`src/sv/sha256c_pkg.sv`:
```
// Shared types, constants and round functions of the SHA-256 block compressor.
package sha256c_pkg;

   localparam int WordW    = 32;
   localparam int WinDepth = 16;
   localparam int HashN    = 8;
   localparam int RoundsN  = 64;

   typedef logic [WordW-1:0]            word_type;
   typedef logic [$clog2(WinDepth)-1:0] widx_type;
   typedef logic [$clog2(RoundsN)-1:0]  round_type;
   typedef logic [$clog2(HashN)-1:0]    hidx_type;
   typedef word_type [HashN-1:0]        hash_type;

   // one schedule memory access slot driven by the sequencer
   typedef struct packed {
      logic      valid;
      logic      phase;
      round_type rnd;
   } issue_type;

   // schedule word plus round constant handed to the round unit
   typedef struct packed {
      logic     valid;
      logic     last;
      word_type kw;
   } sched_out_type;

   localparam word_type InitHash [HashN] = '{
      32'h6a09e667, 32'hbb67ae85, 32'h3c6ef372, 32'ha54ff53a,
      32'h510e527f, 32'h9b05688c, 32'h1f83d9ab, 32'h5be0cd19
   };

   localparam word_type RoundK [RoundsN] = '{
      32'h428a2f98, 32'h71374491, 32'hb5c0fbcf, 32'he9b5dba5,
      32'h3956c25b, 32'h59f111f1, 32'h923f82a4, 32'hab1c5ed5,
      32'hd807aa98, 32'h12835b01, 32'h243185be, 32'h550c7dc3,
      32'h72be5d74, 32'h80deb1fe, 32'h9bdc06a7, 32'hc19bf174,
      32'he49b69c1, 32'hefbe4786, 32'h0fc19dc6, 32'h240ca1cc,
      32'h2de92c6f, 32'h4a7484aa, 32'h5cb0a9dc, 32'h76f988da,
      32'h983e5152, 32'ha831c66d, 32'hb00327c8, 32'hbf597fc7,
      32'hc6e00bf3, 32'hd5a79147, 32'h06ca6351, 32'h14292967,
      32'h27b70a85, 32'h2e1b2138, 32'h4d2c6dfc, 32'h53380d13,
      32'h650a7354, 32'h766a0abb, 32'h81c2c92e, 32'h92722c85,
      32'ha2bfe8a1, 32'ha81a664b, 32'hc24b8b70, 32'hc76c51a3,
      32'hd192e819, 32'hd6990624, 32'hf40e3585, 32'h106aa070,
      32'h19a4c116, 32'h1e376c08, 32'h2748774c, 32'h34b0bcb5,
      32'h391c0cb3, 32'h4ed8aa4a, 32'h5b9cca4f, 32'h682e6ff3,
      32'h748f82ee, 32'h78a5636f, 32'h84c87814, 32'h8cc70208,
      32'h90befffa, 32'ha4506ceb, 32'hbef9a3f7, 32'hc67178f2
   };

   function automatic word_type rotr(input word_type x, input int n);
      return (x >> n) | (x << (WordW - n));
   endfunction

   function automatic word_type small_sig0(input word_type x);
      return rotr(x, 7) ^ rotr(x, 18) ^ (x >> 3);
   endfunction

   function automatic word_type small_sig1(input word_type x);
      return rotr(x, 17) ^ rotr(x, 19) ^ (x >> 10);
   endfunction

   function automatic word_type big_sig0(input word_type x);
      return rotr(x, 2) ^ rotr(x, 13) ^ rotr(x, 22);
   endfunction

   function automatic word_type big_sig1(input word_type x);
      return rotr(x, 6) ^ rotr(x, 11) ^ rotr(x, 25);
   endfunction

   function automatic word_type choose(input word_type e, input word_type f,
                                       input word_type g);
      return (e & f) ^ (~e & g);
   endfunction

   function automatic word_type majority(input word_type a, input word_type b,
                                         input word_type c);
      return (a & b) ^ (a & c) ^ (b & c);
   endfunction

endpackage

```
`src/sv/sha256_block_compressor.sv`:
```
// SHA-256 block compressor: message words in, eight digest words out per message.
// Words of a padded message are taken one per cycle into a 16-entry schedule
// memory; the sixteenth word of a block starts compression and the input stalls
// until the block is folded into the hash. Each of the 64 rounds splits its
// schedule reads into a phase 0 and a phase 1 because the schedule memory has two
// read ports and the expansion of W[t] needs four window words. The
// end-of-message mark is sampled only on the sixteenth word of a block; when set,
// the digest is copied into an output buffer and drained H0..H7 while the next
// message loads, with the last word flagged. A block ending a message waits only
// if the previous digest has not yet been fully taken.
module sha256_block_compressor (
   input  logic        clock,
   input  logic        reset,
   input  logic        req_valid,
   output logic        req_stall,
   input  logic [31:0] req_message_word,
   input  logic        req_end_of_message,
   output logic        rsp_valid,
   input  logic        rsp_stall,
   output logic [31:0] rsp_digest_word,
   output logic        rsp_last_word
);

   localparam logic [1:0] ST_LOAD  = 2'd0;
   localparam logic [1:0] ST_RUN   = 2'd1;
   localparam logic [1:0] ST_FINAL = 2'd2;

   logic [1:0]                 state_ff;
   logic [1:0]                 state_in;
   sha256c_pkg::widx_type      cnt_ff;
   sha256c_pkg::round_type     rnd_ff;
   logic                       phase_ff;
   logic                       issuing_ff;
   logic                       eom_ff;
   sha256c_pkg::hash_type      hash_ff;
   sha256c_pkg::hash_type      sum;
   sha256c_pkg::hash_type      dig_ff;
   logic                       out_busy_ff;
   sha256c_pkg::hidx_type      out_idx_ff;

   logic                       req_accept;
   logic                       rsp_accept;
   logic                       block_done;
   logic                       load_vars;
   sha256c_pkg::issue_type     issue;
   sha256c_pkg::sched_out_type sched_out;
   sha256c_pkg::hash_type      working_vars;

   assign req_stall  = (state_ff != ST_LOAD);
   assign req_accept = req_valid && !req_stall;
   assign rsp_accept = rsp_valid && !rsp_stall;
   assign load_vars  = req_accept && (cnt_ff == sha256c_pkg::widx_type'(sha256c_pkg::WinDepth - 1));
   assign block_done = sched_out.valid && sched_out.last;

   assign issue.valid = issuing_ff;
   assign issue.phase = phase_ff;
   assign issue.rnd   = rnd_ff;

   sha256c_sched u_sched (
      .clock     (clock),
      .reset     (reset),
      .issue     (issue),
      .ld_en     (req_accept),
      .ld_addr   (cnt_ff),
      .ld_data   (req_message_word),
      .sched_out (sched_out)
   );

   sha256c_round u_round (
      .clock        (clock),
      .load         (load_vars),
      .hash_words   (hash_ff),
      .step         (sched_out),
      .working_vars (working_vars)
   );

   always_comb begin
      for (int j = 0; j < sha256c_pkg::HashN; j++) begin
         sum[j] = hash_ff[j] + working_vars[j];
      end
   end

   always_comb begin
      state_in = state_ff;
      case (state_ff)
         ST_LOAD: begin
            if (load_vars) begin
               state_in = ST_RUN;
            end
         end
         ST_RUN: begin
            if (block_done) begin
               state_in = ST_FINAL;
            end
         end
         ST_FINAL: begin
            if (!eom_ff || !out_busy_ff) begin
               state_in = ST_LOAD;
            end
         end
         default: state_in = ST_LOAD;
      endcase
   end

   always_ff @(posedge clock) begin
      if (reset) begin
         state_ff    <= ST_LOAD;
         cnt_ff      <= '0;
         rnd_ff      <= '0;
         phase_ff    <= 1'b0;
         issuing_ff  <= 1'b0;
         eom_ff      <= 1'b0;
         out_busy_ff <= 1'b0;
         out_idx_ff  <= '0;
         for (int j = 0; j < sha256c_pkg::HashN; j++) begin
            hash_ff[j] <= sha256c_pkg::InitHash[j];
         end
      end else begin
         state_ff <= state_in;
         if (req_accept) begin
            cnt_ff <= sha256c_pkg::widx_type'(cnt_ff + 1'b1);
         end
         if (load_vars) begin
            eom_ff     <= req_end_of_message;
            rnd_ff     <= '0;
            phase_ff   <= 1'b0;
            issuing_ff <= 1'b1;
         end else if (issuing_ff) begin
            phase_ff <= !phase_ff;
            if (phase_ff) begin
               rnd_ff <= sha256c_pkg::round_type'(rnd_ff + 1'b1);
               if (rnd_ff == sha256c_pkg::round_type'(sha256c_pkg::RoundsN - 1)) begin
                  issuing_ff <= 1'b0;
               end
            end
         end
         if (rsp_accept) begin
            out_idx_ff <= sha256c_pkg::hidx_type'(out_idx_ff + 1'b1);
            if (out_idx_ff == sha256c_pkg::hidx_type'(sha256c_pkg::HashN - 1)) begin
               out_busy_ff <= 1'b0;
            end
         end
         if (state_ff == ST_FINAL) begin
            if (!eom_ff) begin
               hash_ff <= sum;
            end else if (!out_busy_ff) begin
               // digest goes to the drain buffer, hash restarts for the next message
               out_busy_ff <= 1'b1;
               out_idx_ff  <= '0;
               for (int j = 0; j < sha256c_pkg::HashN; j++) begin
                  hash_ff[j] <= sha256c_pkg::InitHash[j];
               end
            end
         end
      end
   end

   always_ff @(posedge clock) begin
      if (state_ff == ST_FINAL && eom_ff && !out_busy_ff) begin
         dig_ff <= sum;
      end
   end

   assign rsp_valid       = out_busy_ff;
   assign rsp_digest_word = dig_ff[out_idx_ff];
   assign rsp_last_word   = (out_idx_ff == sha256c_pkg::hidx_type'(sha256c_pkg::HashN - 1));

endmodule

```
`src/sv/sha256c_wmem.sv`:
```
// Schedule window memory: one write port, two registered read ports.
module sha256c_wmem (
   input  logic                 clock,
   input  logic                 wr_en,
   input  sha256c_pkg::widx_type wr_addr,
   input  sha256c_pkg::word_type wr_data,
   input  sha256c_pkg::widx_type rd_addr0,
   input  sha256c_pkg::widx_type rd_addr1,
   output sha256c_pkg::word_type rd_data0,
   output sha256c_pkg::word_type rd_data1
);

   sha256c_pkg::word_type mem [sha256c_pkg::WinDepth];
   sha256c_pkg::word_type rd0_ff;
   sha256c_pkg::word_type rd1_ff;

   always_ff @(posedge clock) begin
      if (wr_en) begin
         mem[wr_addr] <= wr_data;
      end
      rd0_ff <= mem[rd_addr0];
      rd1_ff <= mem[rd_addr1];
   end

   assign rd_data0 = rd0_ff;
   assign rd_data1 = rd1_ff;

endmodule

```
`src/sv/sha256c_sched.sv`:
```
// Message schedule unit: reads the window memory in two phases per round,
// expands W[t] for rounds 16..63, writes it back and adds the round constant.
module sha256c_sched (
   input  logic                       clock,
   input  logic                       reset,
   input  sha256c_pkg::issue_type     issue,
   input  logic                       ld_en,
   input  sha256c_pkg::widx_type      ld_addr,
   input  sha256c_pkg::word_type      ld_data,
   output sha256c_pkg::sched_out_type sched_out
);

   sha256c_pkg::widx_type      base;
   sha256c_pkg::widx_type      rd_addr0;
   sha256c_pkg::widx_type      rd_addr1;
   sha256c_pkg::word_type      rd_data0;
   sha256c_pkg::word_type      rd_data1;
   logic                       wr_en;
   sha256c_pkg::widx_type      wr_addr;
   sha256c_pkg::word_type      wr_data;

   logic                       a_valid_ff;
   sha256c_pkg::round_type     a_rnd_ff;
   logic                       b_valid_ff;
   sha256c_pkg::round_type     b_rnd_ff;
   sha256c_pkg::word_type      part_ff;
   sha256c_pkg::word_type      part_in;
   sha256c_pkg::word_type      wt;
   logic                       b_expand;
   sha256c_pkg::sched_out_type out_ff;
   sha256c_pkg::sched_out_type out_in;

   // phase 0 fetches W[t-16], W[t-15]; phase 1 fetches W[t-7], W[t-2]
   assign base = issue.rnd[$bits(sha256c_pkg::widx_type)-1:0];

   always_comb begin
      if (!issue.phase) begin
         rd_addr0 = base;
         rd_addr1 = sha256c_pkg::widx_type'(base + 4'd1);
      end else begin
         rd_addr0 = sha256c_pkg::widx_type'(base + 4'd9);
         rd_addr1 = sha256c_pkg::widx_type'(base + 4'd14);
      end
   end

   always_comb begin
      if (a_rnd_ff >= sha256c_pkg::round_type'(sha256c_pkg::WinDepth)) begin
         part_in = rd_data0 + sha256c_pkg::small_sig0(rd_data1);
      end else begin
         part_in = rd_data0;
      end
   end

   assign b_expand = (b_rnd_ff >= sha256c_pkg::round_type'(sha256c_pkg::WinDepth));

   always_comb begin
      if (b_expand) begin
         wt = part_ff + rd_data0 + sha256c_pkg::small_sig1(rd_data1);
      end else begin
         wt = part_ff;
      end
      out_in.valid = b_valid_ff;
      out_in.last  = (b_rnd_ff == sha256c_pkg::round_type'(sha256c_pkg::RoundsN - 1));
      out_in.kw    = wt + sha256c_pkg::RoundK[b_rnd_ff];
   end

   // load writes and expanded writes never share a cycle
   always_comb begin
      if (ld_en) begin
         wr_en   = 1'b1;
         wr_addr = ld_addr;
         wr_data = ld_data;
      end else begin
         wr_en   = b_valid_ff && b_expand;
         wr_addr = b_rnd_ff[$bits(sha256c_pkg::widx_type)-1:0];
         wr_data = wt;
      end
   end

   sha256c_wmem u_wmem (
      .clock    (clock),
      .wr_en    (wr_en),
      .wr_addr  (wr_addr),
      .wr_data  (wr_data),
      .rd_addr0 (rd_addr0),
      .rd_addr1 (rd_addr1),
      .rd_data0 (rd_data0),
      .rd_data1 (rd_data1)
   );

   always_ff @(posedge clock) begin
      if (reset) begin
         a_valid_ff <= 1'b0;
         b_valid_ff <= 1'b0;
         out_ff     <= '0;
      end else begin
         a_valid_ff <= issue.valid && !issue.phase;
         b_valid_ff <= issue.valid && issue.phase;
         out_ff     <= out_in;
      end
   end

   always_ff @(posedge clock) begin
      a_rnd_ff <= issue.rnd;
      b_rnd_ff <= a_rnd_ff;
      if (a_valid_ff) begin
         part_ff <= part_in;
      end
   end

   assign sched_out = out_ff;

endmodule

```
`src/sv/sha256c_round.sv`:
```
// Round unit: holds the working variables a..h and applies one round per step.
module sha256c_round (
   input  logic                       clock,
   input  logic                       load,
   input  sha256c_pkg::hash_type      hash_words,
   input  sha256c_pkg::sched_out_type step,
   output sha256c_pkg::hash_type      working_vars
);

   sha256c_pkg::hash_type vars_ff;
   sha256c_pkg::hash_type vars_in;
   sha256c_pkg::word_type t1;
   sha256c_pkg::word_type t2;

   always_comb begin
      t1 = vars_ff[7] + sha256c_pkg::big_sig1(vars_ff[4])
         + sha256c_pkg::choose(vars_ff[4], vars_ff[5], vars_ff[6]) + step.kw;
      t2 = sha256c_pkg::big_sig0(vars_ff[0])
         + sha256c_pkg::majority(vars_ff[0], vars_ff[1], vars_ff[2]);
      vars_in    = vars_ff;
      vars_in[7] = vars_ff[6];
      vars_in[6] = vars_ff[5];
      vars_in[5] = vars_ff[4];
      vars_in[4] = vars_ff[3] + t1;
      vars_in[3] = vars_ff[2];
      vars_in[2] = vars_ff[1];
      vars_in[1] = vars_ff[0];
      vars_in[0] = t1 + t2;
   end

   always_ff @(posedge clock) begin
      if (load) begin
         vars_ff <= hash_words;
      end else if (step.valid) begin
         vars_ff <= vars_in;
      end
   end

   assign working_vars = vars_ff;

endmodule
```
`config.mk`:
```
export PLATFORM = sky130hd
export DESIGN_NAME = sha256_block_compressor
export DESIGN_NICKNAME = d
export VERILOG_FILES = /design/src/sv/sha256c_pkg.sv /design/src/sv/sha256_block_compressor.sv /design/src/sv/sha256c_wmem.sv /design/src/sv/sha256c_sched.sv /design/src/sv/sha256c_round.sv
export SDC_FILE = /design/constraint.sdc
export NUM_CORES = 2
export LEC_CHECK = 0
export ABC_AREA = 0
export BUFFER_PORTS_ARGS = -buffer_cell sky130_fd_sc_hd__buf_2
export CAP_MARGIN = 20
export CELL_PAD_IN_SITES_DETAIL_PLACEMENT = 1
export CELL_PAD_IN_SITES_GLOBAL_PLACEMENT = 2
export CORE_MARGIN = 4
export CORE_UTILIZATION = 45
export CTS_CLUSTER_DIAMETER = 150
export DETAILED_ROUTE_END_ITERATION = 10
export GPL_ROUTABILITY_DRIVEN = 0
export PLACE_DENSITY_LB_ADDON = 0.1
export SYNTH_ARGS = -nofsm -noshare
export SYNTH_HDL_FRONTEND = slang
export SYNTH_HIERARCHICAL = 1
export SYNTH_SLANG_ARGS = --single-unit
```
`constraint.sdc`:
```
create_clock -name clock -period 26.7 [get_ports clock]
set_input_delay 5.34 -clock clock [delete_from_list [all_inputs] [get_ports clock]]
set_output_delay 5.34 -clock clock [all_outputs]
set_load 0.01 [all_outputs]
```
* Yosys cells after proc, flatten, opt, wreduce, memory -nomap -nowiden
Memory sizes are Yosys's and may differ from the RTL's. A register that Yosys moved wholly into a read port is not among the register bits.
Index checks and enable logic that the tools add are counted.
** Storage, ports and cells
- Bits in writable memories :: 512
- Word-level logic and storage cells :: 164
- Input bits :: 37
- Latch bits :: 0
- Register bits :: 867
- Memory bits (read-only) :: 2048
- Memories :: 2
- Output and inout port bits :: 35
** Cells by class
- Equality and inequality tests :: 10
- Shift operators :: 0
- Bitwise logic cells :: 28
- Reductions and logical operators :: 22
- Divide/modulo/power cells :: 0
- Muxes and demuxes :: 34
- $lt $le $gt $ge :: 4
- Multipliers :: 0
- Add/subtract/negate cells :: 24
** Memories
- (no name shown) :: words 64, bits a word 32, read ports 1, clocked after Yosys merged registers in 0, write ports 0, line sha256c_sched.sv:64 : out_in.kw = wt + sha256c_pkg::RoundK[b_rnd_ff];
- u_sched.u_wmem.mem :: words 16, bits a word 32, read ports 2, clocked after Yosys merged registers in 2, write ports 1, line sha256c_wmem.sv:13 : sha256c_pkg::word_type mem [sha256c_pkg::WinDepth];
** Operators by type and width (count)
- two-way mux 256 bit :: 4
- adder 32 bit :: 18
- bitwise XOR 32 bit :: 9
- two-way mux 32 bit :: 6
- AND 32 bit :: 5
- binary-select mux 32 bit (select 3 bit) :: 1
- inverter 32 bit :: 1
- OR 10 x 32 -> 32 bit :: 1
- OR 13 x 32 -> 32 bit :: 1
- OR 14 x 32 -> 32 bit :: 1
- OR 15 x 32 -> 32 bit :: 1
- OR 19 x 32 -> 32 bit :: 1
- OR 21 x 32 -> 32 bit :: 1
- OR 25 x 32 -> 32 bit :: 1
- OR 26 x 32 -> 32 bit :: 1
- OR 30 x 32 -> 32 bit :: 1
- OR 7 x 32 -> 32 bit :: 1
- bitwise XOR 32 x 22 -> 32 bit :: 1
- bitwise XOR 32 x 29 -> 32 bit :: 1
- equality test 6 bit, second input constant :: 2
- greater-or-equal comparator 6 x 5 -> 1 bit, second input constant :: 2
- two-way mux 1 bit :: 12
- two-way mux 3 bit :: 4
- two-way mux 4 bit :: 3
- 22 further kinds :: 43

* Logic depth before layout (Yosys ltp)
- Depth after elaboration :: 9
- Depth in mapped cells :: 29
- Mapped depth without buffers :: 28

* Cells and area by module
Netlist, hierarchy kept.
** Modules (own cells, without submodules)
- sha256_block_compressor :: cells each 2950, sequential area each 13192.7 µm², instances 1, area an instance 31321.3 µm²
- sha256c_wmem :: cells each 1141, sequential area each 16656.0 µm², instances 1, area an instance 24188.2 µm²
- sha256c_round :: cells each 1811, sequential area each 7687.4 µm², instances 1, area an instance 20030.5 µm²
- sha256c_sched :: cells each 1690, sequential area each 1921.8 µm², instances 1, area an instance 12887.4 µm²

* Least setup slack after synthesis
OpenSTA, ideal clock, no wires.
- Path type :: flip-flop to flip-flop
- From :: reg out_busy_ff, in the netlist rsp_valid
- To :: reg hash_ff[128] (netlist name)
- Data required time :: 26.640 ns
- Path buffers :: 3
- Setup slack :: 4.971 ns
- Period minus slack after synthesis :: 21.729 ns
- Arrival :: 21.669 ns
- Cell stages (with the launch flop) :: 7
- Cells stage by stage :: dfxtp_1 nor3b_1 or2_2 clkbuf_1 clkbuf_1 clkbuf_1 a221o_1
** Between the ends
- Cells in the longest elaborated chain, start to end :: 2
** Ends and longest elaborated chain
- start: declaration :: line sha256_block_compressor.sv:38 : logic out_busy_ff;
- start signal: assignment :: line sha256_block_compressor.sv:113 : out_busy_ff <= 1'b0;
- start signal: assignment :: line sha256_block_compressor.sv:140 : out_busy_ff <= 1'b0;
- start signal: assignment :: line sha256_block_compressor.sv:148 : out_busy_ff <= 1'b1;
- != test 2 bit (no line)
- AND reduction 2 bit (no line)
- end signal: indexed assignment :: line sha256_block_compressor.sv:116 : hash_ff[j] <= sha256c_pkg::InitHash[j];
- end signal: assignment :: line sha256_block_compressor.sv:145 : hash_ff <= sum;
- end signal: indexed assignment :: line sha256_block_compressor.sv:151 : hash_ff[j] <= sha256c_pkg::InitHash[j];
- end: declaration :: line sha256_block_compressor.sv:35 : sha256c_pkg::hash_type hash_ff;
Every way passes these cells.
A chain may end at the register's enable or synchronous reset.

* Worst setup path after layout
- From :: in req_valid
- To :: reg u_round.vars_ff (netlist bit u_round/working_vars[48]) (enable)
** Between the ends
- Cells in the longest elaborated chain, start to end :: 3
** Ends and longest elaborated chain
- start: declaration :: line sha256_block_compressor.sv:14 : input logic req_valid,
- logical AND 1 bit :: line sha256_block_compressor.sv:50 : assign req_accept = req_valid && !req_stall;
- named net req_accept :: line sha256_block_compressor.sv:41 : logic req_accept;
- logical AND 1 bit :: line sha256_block_compressor.sv:52 : assign load_vars = req_accept && (cnt_ff == sha256c_pkg::widx_type'(sha256c_pkg::WinDepth - 1));
- named net load_vars :: line sha256_block_compressor.sv:44 : logic load_vars;
- nonzero test 2 bit (no line)
- end signal: assignment :: line sha256c_round.sv:33 : vars_ff <= hash_words;
- end signal: assignment :: line sha256c_round.sv:35 : vars_ff <= vars_in;
- end: declaration :: line sha256c_round.sv:10 : sha256c_pkg::hash_type vars_ff;
The timed path passes the listed nets, and every way through them passes these cells.

==> results.yml <==
grt:
  grt_usage: 0.3152
  grt_max_degree: 129
  grt_pass1_wl_microns: 473800
  grt_pass1_vias: 67090
  antenna_found_initial: 7
  overflow: 0
clock_network:
  tritoncts: "built"
  holdBufCountCts: 0
  clk_path_buf_depth: 3
  post_cts_buffers: 0
  post_cts_resized: 0
  htreeDepth: 4
  insertion_delay_ns: 0.86
  clockRootBuffer: "clkbuf_16"
  clk_pin_slew_ns: 0.05
  cts_made_buffers: 167
  numClockSinks: 1443
run_status:
  outcome: "complete, no violations"
logic_synthesis:
  synth_edf_count: 1056
  yosysSeqAreaShare: 0.4462
  ys_ff_latch: 1443
  yosysTopAreaCell: "edfxtp_1"
  syn_inst: 7592
  ys_async_sr_fraction: 0
  yosys_warnings: 6
  yosysUniqueCellTypes: 121
  avgSynthCellArea_sq_um: 11.65
  synth_area_sq_um: 88430
  synth_area_leaders: "edfxtp_1, dfxtp_1, mux4_2, ha_1, xnor2_1"
  syn_nets: 8225
  synth_flop_cell: "edfxtp_1"
  yosysTopAreaCellShare: 0.3586
placed_design:
  io_buffers: 71
  placed_area_sq_um: 91390
  dp.cells: 9937
  preCtsSetupSlack_ns: 16.55
  dp_hpwl_microns: 236900
sta:
  rsz0062_at_grt: "false"
  setup_viol: 0
  slew_viol_final: 0
  setup_tns_ns: 0
  whs_ns: 0.3277
  skew_ns: 0.07536
  period_share: 0.3492
  fmax_ghz: 0.1072
  setup_ws_ns: 17.38
  worst_pin_slew_ns: 1.081
  relSlewSlack: 0.2729
  period_needed_ns: 9.324
  finalHoldViolCount: 0
floorplanning:
  die_h_microns: 451.3
  core_sq_um: 195200
  fp.dieW_microns: 451.3
  start_util: 0.4530
  io_pins: 72
  dieArea_sq_um: 203700
  num_rows: 162
min_path:
  hold_path_depth: 0
  hp-class: "reg2reg"
detailed_routing:
  drt-initial-drc-count: 5647
  viasPerCell: 6.311
  totalWireLength_microns: 327000
  vias: 64750
  drc: 0
  ant_nets: 0
  firstDrtPassIters: 5
  routedWlPerCell_microns: 31.87
cells_and_area:
  final_area_sq_um: 97240
  mostFrequentLayoutCells: "edfxtp_1, ha_1, nand2_1"
  nets: 8117
  area_growth_pct: 9.963
  mostFrequentLayoutCell: "edfxtp_1"
  final_util: 0.4982
  stdcell_count: 10260
  drive_gt1_frac: 0.1560
power_and_ir_drop:
  p_leak_nw: 35.27
  power.density_nw_per_um2: 54.01
  power.total_mw: 5.252
  peakVddDrop_v: 0.00005801
worst_setup_path:
  crit_required_ns: 27.15
  worstPathArrival_ns: 9.77
  crit_path_end_kind: "register"
  start_kind: "input pin"
  reg2reg_depth: 26
  cp_max_fo: 86
  critical_path_class: "in2reg"
job:
  cap_violations: 0
sequential cells by signal (all words and copies together), names as in the netlist, 4 cells and up:
signal                   count
dig_ff                     256
u_sched/b_rnd_ff             6
u_round/working_vars       256
cnt_ff                       4
u_sched/u_wmem/mem         512
u_sched/u_wmem/rd_data0     32
u_sched/sched_out           34
hash_ff                    256
u_sched/u_wmem/rd_data1     32
u_sched/part_ff             32
rnd_ff                       6
u_sched/a_rnd_ff             6
routing by layer:
layer  share of wire  GRT usage
met5               0          0
met2            0.49     0.5397
met3           0.053    0.04247
met4           0.053     0.1462
met1            0.40     0.3962
path summary, 6_finish.rpt:
check | from | end | slack (ns)
min | u_sched/a_rnd_ff[2] | u_sched/b_rnd_ff[2] | 0.33
max | req_valid | u_round/working_vars[48] | 17.38
max reg2reg | u_round/working_vars[155] | u_round/working_vars[31] | 18.21
min reg2reg | u_sched/a_rnd_ff[2] | u_sched/b_rnd_ff[2] | 0.33
layout make-up:
| type | count | area (sq um) |
|---|---|---|
| fill | 20140 | 97960 |
| timing repair buffer | 181 | 1275 |
| clock buffer | 232 | 4771 |
| multi-input combinational | 5328 | 46040 |
| sequential | 1443 | 39470 |
| tap | 2624 | 3283 |
| antenna | 7 | 17.52 |
| inverter | 363 | 1378 |
| clock inverter | 82 | 1003 |
logic make-up after synthesis:
| family | synth area share |
|---|---|
| buffers and inverters | 0.03628 |
| and+or+nand+nor | 0.07513 |
| adders and majority gates | 0.09666 |
| DFF | 0.4462 |
| AOI/OAI and AO/OA | 0.1601 |
| xor gates and xnor gates | 0.06369 |
| muxes | 0.1219 |
synthesized netlist by cell type (23+ instances only):
master    instances
buf_1            41
o21ai_0         351
a22oi_1         186
mux4_2          325
ha_1            459
mux2i_1          33
xor2_1          213
a21oi_1         424
a211oi_1         82
and3_1           40
a221o_1         141
a31oi_1          57
o31ai_1          37
nand2b_1         78
o211ai_1         46
nand4_1          43
edfxtp_1       1056
o21bai_1         63
o21ai_1          53
o21a_1           75
mux2_2          278
nand2_1         458
nor3_1           81
and2_1           23
nor2b_1          59
nor2_1          407
inv_1           360
dfxtp_1         387
a22o_1           66
nand3_1          92
a21o_1          200
clkbuf_1        364
or2_2            23
xnor2_1         423
fa_1            137
buf_2            31
critical path, cell delays in order:
cell and delay (ns):
buf_2 0.10, inv_1 0.08, nor2_4 0.20, nand4_1 0.38
inv_8 0.59, or2_4 0.60, buf_4 0.66, buf_4 0.74
buf_4 0.81
report_power, final:
part | internal, mW | total [mW] | switching [mW] | leakage, nW
clock | 1.37 | 2.39 | 1.02 | 2.79
combinational | 0.160 | 0.434 | 0.274 | 19.8
sequential | 2.41 | 2.43 | 0.0170 | 12.7
(Power assumes the default switching activity.)
